**config.mk**
```make
export PLATFORM = sky130hd
export DESIGN_NAME = comment_stripping_tokenizer
export DESIGN_NICKNAME = d
export VERILOG_FILES = /design/src/cst_pkg.sv /design/src/comment_stripping_tokenizer.sv /design/src/cst_step.sv
export SDC_FILE = /design/constraint.sdc
export NUM_CORES = 1
export LEC_CHECK = 0
export ABC_AREA = 1
export BUFFER_PORTS_ARGS = -buffer_cell sky130_fd_sc_hd__buf_2
export CORE_MARGIN = 2
export CORE_UTILIZATION = 60
export DETAILED_ROUTE_END_ITERATION = 12
export PLACE_DENSITY = 0.79
export SYNTH_ARGS = -nofsm -noshare
export SYNTH_HDL_FRONTEND = slang
export SYNTH_HIERARCHICAL = 1
export SYNTH_SLANG_ARGS = --single-unit
```
**constraint.sdc**
```tcl
create_clock -name clk -period 7.7 [get_ports clk]
set_input_delay 1.155 -clock clk [delete_from_list [all_inputs] [get_ports clk]]
set_output_delay 1.155 -clock clk [all_outputs]
set_load 0.02 [all_outputs]
```
**src/cst_pkg.sv**
```systemverilog
package cst_pkg;

  localparam int MAX_TOKEN_LENGTH = 4096;
  localparam int COUNT_W = 13;
  localparam int LINE_W = 16;
  localparam int MAX_RESULTS = 3;

  localparam logic [7:0] CH_OPEN  = 8'h7B;
  localparam logic [7:0] CH_SEMI  = 8'h3B;
  localparam logic [7:0] CH_CLOSE = 8'h7D;
  localparam logic [7:0] CH_SLASH = 8'h2F;
  localparam logic [7:0] CH_STAR  = 8'h2A;
  localparam logic [7:0] CH_QUOTE = 8'h22;
  localparam logic [7:0] CH_NL    = 8'h0A;
  localparam logic [7:0] CH_SPACE = 8'h20;
  localparam logic [7:0] CH_TAB   = 8'h09;

  typedef enum logic [2:0] {
    END_OPEN      = 3'd0,
    END_SEMI      = 3'd1,
    END_CLOSE     = 3'd2,
    END_EOF       = 3'd3,
    END_EOF_EMPTY = 3'd4,
    END_LIMIT     = 3'd5
  } end_code_t;

  typedef enum logic {
    KIND_CHAR = 1'b0,
    KIND_END  = 1'b1
  } out_kind_t;

  typedef struct packed {
    logic [7:0] in_char;
    logic       end_of_input;
  } in_beat_t;

  typedef struct packed {
    out_kind_t         out_kind;
    logic [7:0]        out_char;
    end_code_t         end_code;
    logic [LINE_W-1:0] line_number;
    logic              last_of_run;
  } out_beat_t;

  typedef struct packed {
    logic               block_comment;
    logic               star_seen;
    logic               slash_held;
    logic               quoted;
    logic               line_comment;
    logic [COUNT_W-1:0] token_count;
    logic [LINE_W-1:0]  line_count;
  } tok_state_t;

  typedef struct packed {
    out_beat_t [MAX_RESULTS-1:0] res;
    logic [1:0]                  num;
  } step_out_t;

endpackage

```
**src/comment_stripping_tokenizer.sv**
```systemverilog
// Character tokenizer with comment stripping. One byte enters per cycle on the
// in channel when not stalled; each byte yields zero to three result beats
// (token characters and delimiter-coded token ends), held in a three-entry
// result queue that drains one beat per cycle unless out stalls. A byte is
// taken in the cycle the queue empties, so the rate is one byte per cycle
// while each byte gives at most one beat and out is not stalled; else a byte
// waits for the previous byte's beats to drain. The last beat of each byte
// carries last_of_run; line_number (line count after it) saturates at 65535.
module comment_stripping_tokenizer (
  input  logic                clk,
  input  logic                rst,
  input  logic                in_valid,
  output logic                in_stall,
  input  cst_pkg::in_beat_t   in_data,
  output logic                out_valid,
  input  logic                out_stall,
  output cst_pkg::out_beat_t  out_data
);

  cst_pkg::tok_state_t state;
  cst_pkg::tok_state_t state_next;
  cst_pkg::step_out_t  step;
  cst_pkg::out_beat_t [cst_pkg::MAX_RESULTS-1:0] queue;
  logic [1:0] cnt;
  logic       pop;
  logic       accept;

  cst_step u_step (
    .cur  (state),
    .beat (in_data),
    .nxt  (state_next),
    .step (step)
  );

  assign out_valid = (cnt != 2'd0);
  assign out_data  = queue[0];
  assign pop       = out_valid && !out_stall;
  assign in_stall  = !((cnt == 2'd0) || (cnt == 2'd1 && !out_stall));
  assign accept    = in_valid && !in_stall;

  always_ff @(posedge clk) begin
    if (rst) begin
      state <= '{line_count: cst_pkg::LINE_W'(1), default: '0};
      cnt <= 2'd0;
    end else if (accept) begin
      state <= state_next;
      cnt <= step.num;
    end else if (pop) begin
      cnt <= cnt - 1'b1;
    end
  end

  always_ff @(posedge clk) begin
    if (accept) begin
      queue <= step.res;
    end else if (pop) begin
      queue[0] <= queue[1];
      queue[1] <= queue[2];
    end
  end

  a_count_below_limit: assert property (@(posedge clk) disable iff (rst)
    {1'b0, state.token_count} < (cst_pkg::COUNT_W + 1)'(cst_pkg::MAX_TOKEN_LENGTH))
    else $error("token count reached limit");

  a_line_nonzero: assert property (@(posedge clk) disable iff (rst)
    state.line_count != '0)
    else $error("line count is zero");

  a_last_beat_flag: assert property (@(posedge clk) disable iff (rst)
    (cnt == 2'd1) |-> out_data.last_of_run)
    else $error("final queued beat lacks last_of_run");

  a_earlier_not_last: assert property (@(posedge clk) disable iff (rst)
    (cnt > 2'd1) |-> !out_data.last_of_run)
    else $error("last_of_run set before final beat");

endmodule

```
**src/cst_step.sv**
```systemverilog
module cst_step (
  input  cst_pkg::tok_state_t cur,
  input  cst_pkg::in_beat_t   beat,
  output cst_pkg::tok_state_t nxt,
  output cst_pkg::step_out_t  step
);

  localparam logic [cst_pkg::COUNT_W:0] LIMIT = (cst_pkg::COUNT_W + 1)'(cst_pkg::MAX_TOKEN_LENGTH);

  logic [7:0]              c;
  logic [cst_pkg::COUNT_W:0] cnt1;
  logic [cst_pkg::COUNT_W:0] cnt2;
  logic                    newline;

  assign c = beat.in_char;
  assign cnt1 = {1'b0, cur.token_count} + 1'b1;
  assign cnt2 = {1'b0, cur.token_count} + 2'd2;

  function automatic cst_pkg::out_beat_t mk_char(input logic [7:0] ch);
    cst_pkg::out_beat_t b;
    b = '0;
    b.out_kind = cst_pkg::KIND_CHAR;
    b.out_char = ch;
    b.end_code = cst_pkg::END_OPEN;
    return b;
  endfunction

  function automatic cst_pkg::out_beat_t mk_end(input cst_pkg::end_code_t code);
    cst_pkg::out_beat_t b;
    b = '0;
    b.out_kind = cst_pkg::KIND_END;
    b.end_code = code;
    return b;
  endfunction

  function automatic cst_pkg::tok_state_t cleared(input cst_pkg::tok_state_t s);
    cst_pkg::tok_state_t t;
    t = '0;
    t.line_count = s.line_count;
    return t;
  endfunction

  always_comb begin
    nxt = cur;
    step = '0;
    newline = 1'b0;
    if (beat.end_of_input) begin
      step.res[0] = mk_end((cur.token_count != '0) ? cst_pkg::END_EOF : cst_pkg::END_EOF_EMPTY);
      step.num = 2'd1;
      nxt = cleared(cur);
    end else if (cur.line_comment) begin
      if (c == cst_pkg::CH_NL) begin
        nxt.line_comment = 1'b0;
        newline = 1'b1;
      end
    end else if (cur.block_comment) begin
      if (c == cst_pkg::CH_SLASH && cur.star_seen) begin
        nxt.block_comment = 1'b0;
        nxt.star_seen = 1'b0;
      end else begin
        nxt.star_seen = (c == cst_pkg::CH_STAR);
      end
    end else if (!cur.quoted && (c == cst_pkg::CH_SPACE || c == cst_pkg::CH_TAB)) begin
      nxt = cur;
    end else if (c == cst_pkg::CH_QUOTE) begin
      nxt.quoted = !cur.quoted;
    end else if (c == cst_pkg::CH_SLASH) begin
      nxt.slash_held = !cur.slash_held;
      nxt.line_comment = cur.slash_held;
    end else if (c == cst_pkg::CH_STAR && cur.slash_held) begin
      nxt.slash_held = 1'b0;
      nxt.block_comment = 1'b1;
      nxt.star_seen = 1'b0;
    end else if (c == cst_pkg::CH_NL) begin
      newline = 1'b1;
    end else if (c == cst_pkg::CH_OPEN) begin
      step.res[0] = mk_end(cst_pkg::END_OPEN);
      step.num = 2'd1;
      nxt = cleared(cur);
    end else if (c == cst_pkg::CH_SEMI) begin
      step.res[0] = mk_end(cst_pkg::END_SEMI);
      step.num = 2'd1;
      nxt = cleared(cur);
    end else if (c == cst_pkg::CH_CLOSE) begin
      step.res[0] = mk_end(cst_pkg::END_CLOSE);
      step.num = 2'd1;
      nxt = cleared(cur);
    end else if (cur.slash_held) begin
      step.res[0] = mk_char(cst_pkg::CH_SLASH);
      step.num = 2'd3;
      if (cnt1 >= LIMIT) begin
        // held slash fills the token, the character opens the next one
        step.res[1] = mk_end(cst_pkg::END_LIMIT);
        step.res[2] = mk_char(c);
        nxt = cleared(cur);
        nxt.token_count = cst_pkg::COUNT_W'(1);
      end else if (cnt2 >= LIMIT) begin
        step.res[1] = mk_char(c);
        step.res[2] = mk_end(cst_pkg::END_LIMIT);
        nxt = cleared(cur);
      end else begin
        step.res[1] = mk_char(c);
        step.num = 2'd2;
        nxt.slash_held = 1'b0;
        nxt.token_count = cnt2[cst_pkg::COUNT_W-1:0];
      end
    end else begin
      step.res[0] = mk_char(c);
      if (cnt1 >= LIMIT) begin
        step.res[1] = mk_end(cst_pkg::END_LIMIT);
        step.num = 2'd2;
        nxt = cleared(cur);
      end else begin
        step.num = 2'd1;
        nxt.token_count = cnt1[cst_pkg::COUNT_W-1:0];
      end
    end

    if (newline && cur.line_count != '1) begin
      nxt.line_count = cur.line_count + 1'b1;
    end

    for (int i = 0; i < cst_pkg::MAX_RESULTS; i++) begin
      step.res[i].line_number = nxt.line_count;
      step.res[i].last_of_run = (2'(i + 1) == step.num);
    end
  end

endmodule

```
==> flow_summary.yaml <==
global_route:
  grt_overflow: 0
  antenna_found_initial: 0
  grt_max_degree: 95
  grt_first_pass_wirelength_mm: 22.7
  grt_usage: 0.221
  first_global_vias: 4672
layout:
  multi_input_area_um2: 2830
  layout-drive-gt1-share: 0.162
  final_net_count: 847
  final_util: 0.633
  n_antenna_cell: 0
  regArea_um2: 3330
  syn_to_final_growth_pct: 2.09
  nFillCells: 954
timing:
  setup_viol_count_final: 0
  whs_ns: 0.503
  setup_tns_ns: 0
  period_share: 0.485
  drv_slew: 0
  hold_viol: 0
  finalCriticalPeriod_ns: 3.73
  slew_headroom: 0.351
  max_freq_ghz: 0.268
  tightest_slew_ns: 0.973
  rsz0062_at_grt: "false"
  finClkSkew_ns: 0.00921
routing:
  drc: 0
  routedWlPerCell_um: 14.0
  vias: 5285
  initialDrtViolationCount: 558
  via_per_inst: 5.37
  totalWireLength_mm: 13.8
  drt-pass1-iter-count: 5
  antenna_left: 0
worst_setup_path:
  timing.rr.start: "cnt[0]"
  cpMaxStageDelayCell: "clkinv_2"
  cp-end-kind: "flip-flop"
  worstPathMaxFanout: 94
  path_cells: "buf_2, inv_1, nand2_1, nand2_4, nand2_4, clkinv_2, buf_4, nand2_1, nand2_1"
  worst_setup_path_start_kind: "input port"
  cp.arrival_ns: 3.89
  worstSetupPathType: "input port to flip-flop"
  path_buf_inv: 4
  rrSetupSlack_ns: 4.17
  worstPathRequired_ns: 7.86
  rr_endpoint: "out_data[10]"
  critPathTopFamily: "buffers and inverters"
  crit_top_cell: "nand2_1"
  crit_path_max_incr_delay_ns: 0.80
  r2r.worst_path.cells: 9
die:
  die_w_um: 113
  core_um2: 11600
  rows: 39
  die_h_um: 113
  pin_count: 44
  dieArea_um2: 12800
  start_util: 0.620
cts:
  cts_buffer_depth: 2
  postCtsSetupBuffers: 0
  numClockSinks: 123
  cts_resized: 0
  h-tree-depth: 4
  cts_root_buffer: "clkbuf_16"
  clkTransAtPathRegs_ns: 0.05
  ctsHoldBuffers: 0
  tritoncts: "yes"
  numCtsBuffers: 17
  clkLatencyLatePin_ns: 0.41
place:
  io_buffers: 43
  dp_hpwl_mm: 8.73
  place_congestion: 0.935
synth:
  synth_area_um2: 7170
  ys_types: 46
  ys_warn_count: 6
  synth.largest_area_cell: "edfxtp_1"
  synth_ff_type: "edfxtp_1"
  synthArstFlopShare: 0
  synth.area.top_cells: "edfxtp_1 (36%), nand2_1 (13%), dfxtp_1 (10%), buf_4 (9.5%), nor2_1 (6.6%)"
  ys_seq_elements: 123
  synth_top_area_share: 0.364
  syn_area_per_cell_um2: 8.18
  synth_edf_count: 87
  synth.most_common_cell: "nand2_1"
  syn_inst: 877
  synth_common_cells: "nand2_1 (257), nor2_1 (126), buf_4 (91), edfxtp_1 (87), inv_1 (38)"
  seq_area_frac_synth: 0.465
power_and_ir_drop:
  combPwrFrac: 0.342
  p_clk_frac: 0.244
  p_seq_frac: 0.414
  swShare: 0.382
  intPower_uw: 1810
  switching_power_uw: 1120
  power_density_nw_per_um2: 400
  max-vdd-ir-drop_uv: 319
  p_leak_uw: 0.00311
worst_hold_path:
  hold_end: "state[30]"
  min_path_cells: 2
  hold_path.class: "flip-flop to flip-flop"
  worstHoldStart: "state[30]"
job:
  maxCapViolations: 0
run_status:
  status: "finished clean"
[power groups by stage]
stage          combinational [µW]  sequential, µW  clock, µW
2_1_floorplan                1000            1200          0
3_3_place_gp                  969            1220          0
3_5_place_dp                  993            1230          0
4_1_cts                      1010            1210        722
5_1_grt                      1120            1240        755
6_report                     1000            1210        715
[worst reg2reg max path, delay by kind of cell (launching register included)]
family                   cells  cell delay (ns)
adder cells (fa/ha/maj)      1             0.27
buffers and inverters        4             1.64
flip-flops                   1             0.36
AND/OR/NAND/NOR              4             1.04
[layout by cell type, fill, tap and decap left out, drive strengths merged, types with 4 or more instances in the layout]
master	n
a21oi	15
buf	45
clkbuf	18
clkinv	9
clkinvlp	5
dfxtp	36
edfxtp	87
ha	6
inv	55
nand2	273
nand3	26
nand4	13
nor2	142
nor3	18
nor4	4
o21ai	49
xnor2	10
xor2	11
[layout make-up]
class | count | share of cell area
tap | 143 | 0.0244
timing repair buffer | 45 | 0.0314
clock buffer | 18 | 0.0586
inverter | 56 | 0.0294
sequential | 123 | 0.455
multi-input combinational | 585 | 0.386
clock inverter | 14 | 0.0144
[per-stage QoR]
step | setup WS (ns) | area (µm²) | std cells | power, µW
CTS | 3.95 | 7320 | 984 | 2940
global placement | 3.63 | 6790 | 952 | 2190
finish | 3.97 | 7320 | 984 | 2930
global route | 3.70 | 7320 | 984 | 3120
floorplan | 1.70 | 7170 | 878 | 2200
detailed placement | 3.56 | 6790 | 952 | 2220
[how the worst max path moves through the flow]
stage | depth (start not counted) | start | slack, ns | endpoint
after floorplan | 5 | out_stall | 1.70 | cnt[0]
after global placement | 9 | out_stall | 3.63 | out_data[7]
after detailed placement | 9 | out_stall | 3.56 | out_data[13]
after CTS | 9 | out_stall | 3.95 | out_data[10]
after global routing | 9 | out_stall | 3.70 | out_data[10]
final | 9 | out_stall | 3.97 | out_data[10]
[state kept, by name (all words and copies together), names as in the netlist]
name and flops:
state 34, out_data 29, cnt 2, queue 58
[metal layers]
metal  GRT usage  share of wire  up-vias
li1            -              -     2656
met1       0.310           0.47     2430
met2       0.350           0.46      176
met4      0.0732          0.015        0
met3      0.0375          0.054       23
met5           0              0        -
[cell families after synthesis]
family	Yosys count	share of synthesized area
AO/OA/AOI/OAI	75	0.0592
flip-flops	123	0.465
multiplexers	1	0.00140
AND/OR/NAND/NOR	480	0.295
other	1	0.000523
buffers and inverters	170	0.143
XOR/XNOR	21	0.0256
adder cells (fa/ha/maj)	6	0.0105
No activity file was read; power rests on OpenSTA's default activity.
